`config.mk`:
```
export PLATFORM = sky130hd
export DESIGN_NAME = remote_command_frame_parser_core
export DESIGN_NICKNAME = d
export VERILOG_FILES = /design/src/rcfp_pkg.sv /design/src/remote_command_frame_parser_core.sv
export SDC_FILE = /design/constraint.sdc
export NUM_CORES = 1
export LEC_CHECK = 0
export BUFFER_PORTS_ARGS = -buffer_cell sky130_fd_sc_hd__buf_2
export CORE_MARGIN = 8
export CORE_UTILIZATION = 55
export DETAILED_ROUTE_END_ITERATION = 7
export PLACE_DENSITY_LB_ADDON = 0.1
export SLEW_MARGIN = 30
export SYNTH_ARGS = -nofsm -noshare
export SYNTH_HDL_FRONTEND = slang
export SYNTH_SLANG_ARGS = --single-unit
export TNS_END_PERCENT = 5
```
`constraint.sdc`:
```
create_clock -name clk -period 4.7 [get_ports clk]
set_input_delay 0.235 -clock clk [delete_from_list [all_inputs] [get_ports clk]]
set_output_delay 0.235 -clock clk [all_outputs]
set_load 0.03 [all_outputs]
```
`src/rcfp_pkg.sv`:
```
`timescale 1ns / 1ps
`default_nettype none

package rcfp_pkg;

  localparam logic [7:0] HDR_BYTE    = 8'h79;
  localparam logic [7:0] KIND_BUTTON = 8'h62;
  localparam logic [7:0] KIND_SLIDER = 8'h76;
  localparam logic [7:0] KIND_JOY    = 8'h64;
  localparam logic [7:0] TERM_LF     = 8'h0A;
  localparam logic [7:0] TERM_CR     = 8'h0D;

  localparam logic [1:0] FT_BUTTON   = 2'd0;
  localparam logic [1:0] FT_SLIDER   = 2'd1;
  localparam logic [1:0] FT_JOY      = 2'd2;

  localparam logic [8:0] JOY_RESET   = 9'd510;

endpackage

`default_nettype wire

```
`src/remote_command_frame_parser_core.sv`:
```
// A completing rx_byte beat passes the input register, then the frame result register.
// Throughput: one byte beat per cycle; the input register and the result
// register are each one beat deep, with byte_stall raised only while a
// registered byte waits behind a stalled result.
// Reset (rst, synchronous, active high): byte position, frame type, stored
// bytes and held button/slider values clear to 0, held joystick value to 510.
`timescale 1ns / 1ps
`default_nettype none

module remote_command_frame_parser_core (
  input  wire logic       clk,
  input  wire logic       rst,
  input  wire logic       byte_valid,
  output logic            byte_stall,
  input  wire logic [7:0] rx_byte,
  output logic            frame_valid,
  input  wire logic       frame_stall,
  output logic [1:0]      frame_kind,
  output logic [8:0]      frame_value,
  output logic [7:0]      button_value,
  output logic [7:0]      slider_value,
  output logic [8:0]      joystick_value
);

  localparam logic [2:0] POS_HDR  = 3'd0;
  localparam logic [2:0] POS_KIND = 3'd1;
  localparam logic [2:0] POS_VA   = 3'd2;
  localparam logic [2:0] POS_VB   = 3'd3;
  localparam logic [2:0] POS_TAIL = 3'd4;
  localparam logic [2:0] POS_END  = 3'd5;

  logic       in_vld;
  logic [7:0] in_byte;
  logic       out_free;
  logic       step;

  logic [2:0] pos,           pos_next;
  logic [1:0] ftype,         ftype_next;
  logic [7:0] byte_a,        byte_a_next;
  logic [7:0] byte_b,        byte_b_next;
  logic [7:0] tail,          tail_next;
  logic [7:0] held_button,   held_button_next;
  logic [7:0] held_slider,   held_slider_next;
  logic [8:0] held_joy,      held_joy_next;
  logic       emit;
  logic [1:0] emit_kind;
  logic [8:0] emit_value;
  logic [8:0] joy_sum;

  assign out_free   = !frame_valid || !frame_stall;
  assign byte_stall = in_vld && !out_free;
  assign step       = in_vld && out_free;
  assign joy_sum    = {1'b0, byte_a} + {1'b0, byte_b};

  always_comb begin
    pos_next         = pos;
    ftype_next       = ftype;
    byte_a_next      = byte_a;
    byte_b_next      = byte_b;
    tail_next        = tail;
    held_button_next = held_button;
    held_slider_next = held_slider;
    held_joy_next    = held_joy;
    emit             = 1'b0;
    emit_kind        = ftype;
    emit_value       = {1'b0, byte_a};
    unique case (pos)
      POS_HDR: begin
        if (in_byte == rcfp_pkg::HDR_BYTE) pos_next = POS_KIND;
      end
      POS_KIND: begin
        unique case (in_byte)
          rcfp_pkg::KIND_BUTTON: begin
            ftype_next = rcfp_pkg::FT_BUTTON;
            pos_next   = POS_VA;
          end
          rcfp_pkg::KIND_SLIDER: begin
            ftype_next = rcfp_pkg::FT_SLIDER;
            pos_next   = POS_VA;
          end
          rcfp_pkg::KIND_JOY: begin
            ftype_next = rcfp_pkg::FT_JOY;
            pos_next   = POS_VA;
          end
          default: ;
        endcase
      end
      POS_VA: begin
        byte_a_next = in_byte;
        pos_next    = POS_VB;
      end
      POS_VB: begin
        byte_b_next = in_byte;
        pos_next    = POS_TAIL;
      end
      POS_TAIL: begin
        tail_next = in_byte;
        if (ftype == rcfp_pkg::FT_BUTTON || ftype == rcfp_pkg::FT_SLIDER) begin
          if (byte_b == rcfp_pkg::TERM_LF && in_byte == rcfp_pkg::TERM_CR) begin
            pos_next = POS_HDR;
            emit     = 1'b1;
            if (ftype == rcfp_pkg::FT_BUTTON) held_button_next = byte_a;
            else held_slider_next = byte_a;
          end
        end else if (ftype == rcfp_pkg::FT_JOY) begin
          pos_next = POS_END;
        end
      end
      POS_END: begin
        if (tail == rcfp_pkg::TERM_LF && in_byte == rcfp_pkg::TERM_CR) begin
          pos_next      = POS_HDR;
          held_joy_next = joy_sum;
          emit          = 1'b1;
          emit_kind     = rcfp_pkg::FT_JOY;
          emit_value    = joy_sum;
        end
      end
      default: ;
    endcase
  end

  always_ff @(posedge clk) begin
    if (rst) begin
      in_vld <= 1'b0;
    end else if (!byte_stall) begin
      in_vld <= byte_valid;
    end
  end

  always_ff @(posedge clk) begin
    if (!byte_stall) in_byte <= rx_byte;
  end

  always_ff @(posedge clk) begin
    if (rst) begin
      pos         <= POS_HDR;
      ftype       <= rcfp_pkg::FT_BUTTON;
      byte_a      <= '0;
      byte_b      <= '0;
      tail        <= '0;
      held_button <= '0;
      held_slider <= '0;
      held_joy    <= rcfp_pkg::JOY_RESET;
    end else if (step) begin
      pos         <= pos_next;
      ftype       <= ftype_next;
      byte_a      <= byte_a_next;
      byte_b      <= byte_b_next;
      tail        <= tail_next;
      held_button <= held_button_next;
      held_slider <= held_slider_next;
      held_joy    <= held_joy_next;
    end
  end

  always_ff @(posedge clk) begin
    if (rst) begin
      frame_valid <= 1'b0;
    end else if (out_free) begin
      frame_valid <= step && emit;
    end
  end

  always_ff @(posedge clk) begin
    if (step && emit) begin
      frame_kind     <= emit_kind;
      frame_value    <= emit_value;
      button_value   <= held_button_next;
      slider_value   <= held_slider_next;
      joystick_value <= held_joy_next;
    end
  end

endmodule

`default_nettype wire

```
==> Implementation_results.wiki <==
{| class="wikitable"
! Metric !! Value
|-
| Routed WL per cell || 16.5 um
|-
| Number of max-cap violations || 0
|-
| Synth Register Bits || 100
|-
| Worst Setup Slack post-DPL || 1960 ps
|-
| Detailed-route DRC error count || 0
|-
| Critical path depth in cells || 6
|-
| Antenna violations before repair || 0
|-
| Net count after synthesis || 414
|-
| Pin slew with the least headroom to its limit || 905 ps
|-
| Post-synthesis cell count || 391
|-
| Timing startpoint of the critical path || in_byte[4]$_DFFE_PN_
|-
| Die width || 106 um
|-
| Worst Setup EP || joystick_value[8]$_DFFE_PP_
|-
| Pin count of the biggest net entering global routing || 38
|-
| Yosys Warn Count || 0
|-
| Cell area after synthesis || 0.00442 mm^2
|-
| Slack of the worst reg-to-reg path || 1970 ps
|-
| Post-DRT Antenna Nets || 0
|-
| Dominant synthesized flop cell || sky130_fd_sc_hd__dfxtp_1
|-
| Area occupied by registers || 0.00244 mm^2
|-
| Data arrival time of the worst path || 2750 ps
|-
| Fraction of the mapped netlist area in simple logic gates || 0.163
|-
| Share of layout cells above drive strength 1 || 0.228
|-
| F_max || 0.366 GHz
|-
| Final weighted congestion in routability-driven placement || 0.868
|-
| Row count || 32
|-
| Iteration count of the initial detailed-routing pass || 5
|-
| CP top delay family || simple AND/OR/NAND/NOR gates
|-
| Placed Instances || 529
|-
| Core outline area || 0.00777 mm^2
|-
| Worst slew margin || 0.396
|-
| Adder-cell share of the synthesized area || 0.0329
|-
| Top post-synthesis cells by area || sky130_fd_sc_hd__edfxtp_1, sky130_fd_sc_hd__dfxtp_1, sky130_fd_sc_hd__mux2i_1, sky130_fd_sc_hd__nor2_1, sky130_fd_sc_hd__mux2_2
|-
| Number of buffers created by CTS || 9
|-
| Hold bufs inserted after CTS || 0
|-
| Initial Utilization || 0.569
|-
| Number of synthesized flops with an enable pin || 44
|-
| Leading cell type by number of instances after synthesis || sky130_fd_sc_hd__nor2_1
|-
| Synthesized-area fraction occupied by xor and xnor cells || 0.00793
|-
| Count of input and output buffers || 49
|-
| Tmin final || 2730 ps
|-
| Critical Path Sink Type || flip-flop
|-
| Clk_lat worst skew || 380 ps
|-
| Reg-to-reg startpoint || in_byte[4]$_DFFE_PN_
|-
| Critical Path RT || 4710 ps
|-
| First-pass GRT wire length || 15000 um
|-
| Maximum root-to-sink buffer count || 2
|-
| Delay of the slowest critical-path stage || 610 ps
|-
| Overall routing resource usage || 0.167
|-
| Avg Synthesized Cell Area || 11.3 um^2
|-
| Final core area utilization || 0.637
|-
| Hold Vio Cnt, Final || 0
|-
| Area of combinational cells with multiple inputs || 0.00186 mm^2
|-
| Total wirelength of the detailed-routed design || 9000 um
|-
| Vias in the first global route || 3000
|-
| Layout filler cell count || 662
|-
| Chip Height || 106 um
|-
| Setup repair after global routing missed its margin || no
|-
| Run status || completed
|-
| Maximum level of the CTS H-tree || 3
|-
| Worst min-delay path category || in2reg
|-
| Ratio of final minimum period to clock period || 0.581
|-
| Iteration-0 DRC count of the detailed router || 132
|-
| Die Area || 0.0112 mm^2
|-
| Logic depth of the worst register-to-register path || 6
|-
| Antenna diodes || 0
|-
| Nets || 461
|-
| Crit Path Class || reg2reg
|-
| Final std cells w/o fill || 545
|-
| Cell variety after synth || 57
|-
| Buffers and inverters on the worst path || 2
|-
| Fin Setup TNS || 0 ps
|-
| Area growth, synth to finish || 12.0%
|-
| Multiplexer area fraction after synthesis || 0.139
|-
| Remaining global-route overflow || 0
|-
| Critical path's slowest cell || sky130_fd_sc_hd__or4b_4
|-
| Sequential area share after synthesis || 0.553
|-
| Final setup skew || 16.2 ps
|-
| Pwr per Cell Area || 294 mW/mm^2
|-
| Static leakage || 2.08 nW
|-
| CTS tree || done
|-
| Combinational family with the most area after synthesis || simple AND/OR/NAND/NOR gates
|-
| Final setup vio count || 0
|-
| I/O pin total || 50
|-
| Compound-cell area share of the yosys netlist || 0.0771
|-
| Portion of synthesized cell area occupied by the leading cell type || 0.299
|-
| Dominant cell type by area after synthesis || sky130_fd_sc_hd__edfxtp_1
|-
| Clock tree sinks || 100
|-
| Dpl hpwl || 6170 um
|-
| Setup WS post-layout || 1970 ps
|-
| Via count of the routed design || 3042
|-
| Largest fanout of any net on the critical path || 37
|-
| Max-slew violation total from the final report || 0
|-
| CP Cell Sequence || or4b_4 -> nor4_4 -> nand4_2 -> buf_4 -> a21oi_4 -> buf_4
|-
| Total power of the final layout || 0.00145 W
|-
| Detailed-route vias per instance || 5.58
|-
| Top cells by count, synth || sky130_fd_sc_hd__nor2_1, sky130_fd_sc_hd__dfxtp_1, sky130_fd_sc_hd__edfxtp_1
|-
| Most common cell type on the critical path || sky130_fd_sc_hd__buf_4
|-
| Sort of element at the start of the critical path || flip-flop
|-
| Worst IR Drop VDD || 0.194 mV
|-
| Clk root buf || sky130_fd_sc_hd__clkbuf_8
|-
| Quantity of gates resized following cts || 0
|-
| Clock-pin transition on the worst setup and hold timing paths || 90 ps
|-
| Hold Path Cell Cnt || 1
|-
| Total setup buffers inserted after CTS || 0
|-
| Asr flop ratio synth || 0
|-
| Capture point of the worst reg-to-reg path || joystick_value[8]$_DFFE_PP_
|}
per-layer routing:
metal,wire (um),vias up,global-route usage,share of wire
met4,165,0,0.0844,0.018
met1,4200,1471,0.209,0.47
met5,0,-,0,0
met3,414,13,0.0341,0.046
met2,4220,69,0.270,0.47
li1,-,1489,-,-
how the worst min path moves through the flow:
stage	startpoint	to	slack, ps
finish	rx_byte[7]	in_byte[7]$_DFFE_PN_	40
global route	rx_byte[7]	in_byte[7]$_DFFE_PN_	30
CTS	rx_byte[0]	in_byte[0]$_DFFE_PN_	30
detailed placement	rx_byte[0]	in_byte[0]$_DFFE_PN_	410
global placement	rx_byte[0]	in_byte[0]$_DFFE_PN_	410
floorplan	rx_byte[0]	in_byte[0]$_DFFE_PN_	330
cell type report:
type                    instances  area share
flip-flops and latches        100       0.494
repair buffers                 53      0.0597
inverters                      12     0.00911
multi-input cells             262       0.376
clock buffers                  10      0.0258
well taps                     102      0.0258
clock inverters                 6     0.00936
state kept, by name, indices dropped and copies added, names as in the netlist, 2 cells and up:
register / cells
frame_value: 9
held_joy: 9
joystick_value: 9
button_value: 8
byte_a: 8
byte_b: 8
held_button: 8
held_slider: 8
in_byte: 8
slider_value: 8
tail: 8
pos: 3
frame_kind: 2
ftype: 2
cells in the final DEF (no fill, tap or decap), types with 12 or more instances in the layout:
cell type                  instances
sky130_fd_sc_hd__buf_2            49
sky130_fd_sc_hd__a21oi_1          13
sky130_fd_sc_hd__edfxtp_1         44
sky130_fd_sc_hd__inv_1            12
sky130_fd_sc_hd__nand2_1          25
sky130_fd_sc_hd__o21ai_0          15
sky130_fd_sc_hd__nor2_1           61
sky130_fd_sc_hd__mux2i_1          42
sky130_fd_sc_hd__dfxtp_1          56
sky130_fd_sc_hd__mux2_2           17
where the power goes:
part	internal (W)	switching (W)	leakage (nW)
sequential	0.000908	0.00000970	0.877
clock	0.000197	0.000305	0.0837
combinational	0.0000134	0.0000197	1.12
total	0.00112	0.000334	2.08
worst reg2reg max path: stages, from the launching register on:
cell and delay [ps]:
sky130_fd_sc_hd__edfxtp_1 470, sky130_fd_sc_hd__or4b_4 610, sky130_fd_sc_hd__nor4_4 310, sky130_fd_sc_hd__nand4_2 120
sky130_fd_sc_hd__buf_4 260, sky130_fd_sc_hd__a21oi_4 150, sky130_fd_sc_hd__buf_4 440
through the flow:
| step | cell area, um^2 | hold WS [ps] |
|---|---|---|
| floorplan | 4420 | 334 |
| global placement | 4740 | 414 |
| detailed placement | 4770 | 413 |
| CTS | 4950 | 27.4 |
| global route | 4950 | 27.8 |
| finish | 4950 | 36.7 |
kinds of logic (layout without fill, tap and decap cells):
| family | after synthesis | after routing |
|---|---|---|
| and+or+nand+nor | 134 | 134 |
| buffers and inverters | 29 | 81 |
| muxes | 59 | 59 |
| AOI/OAI and AO/OA | 54 | 54 |
| xor gates and xnor gates | 4 | 4 |
| adders and majority gates | 11 | 11 |
| DFF | 100 | 100 |
Power figures use the tool's default switching activity.
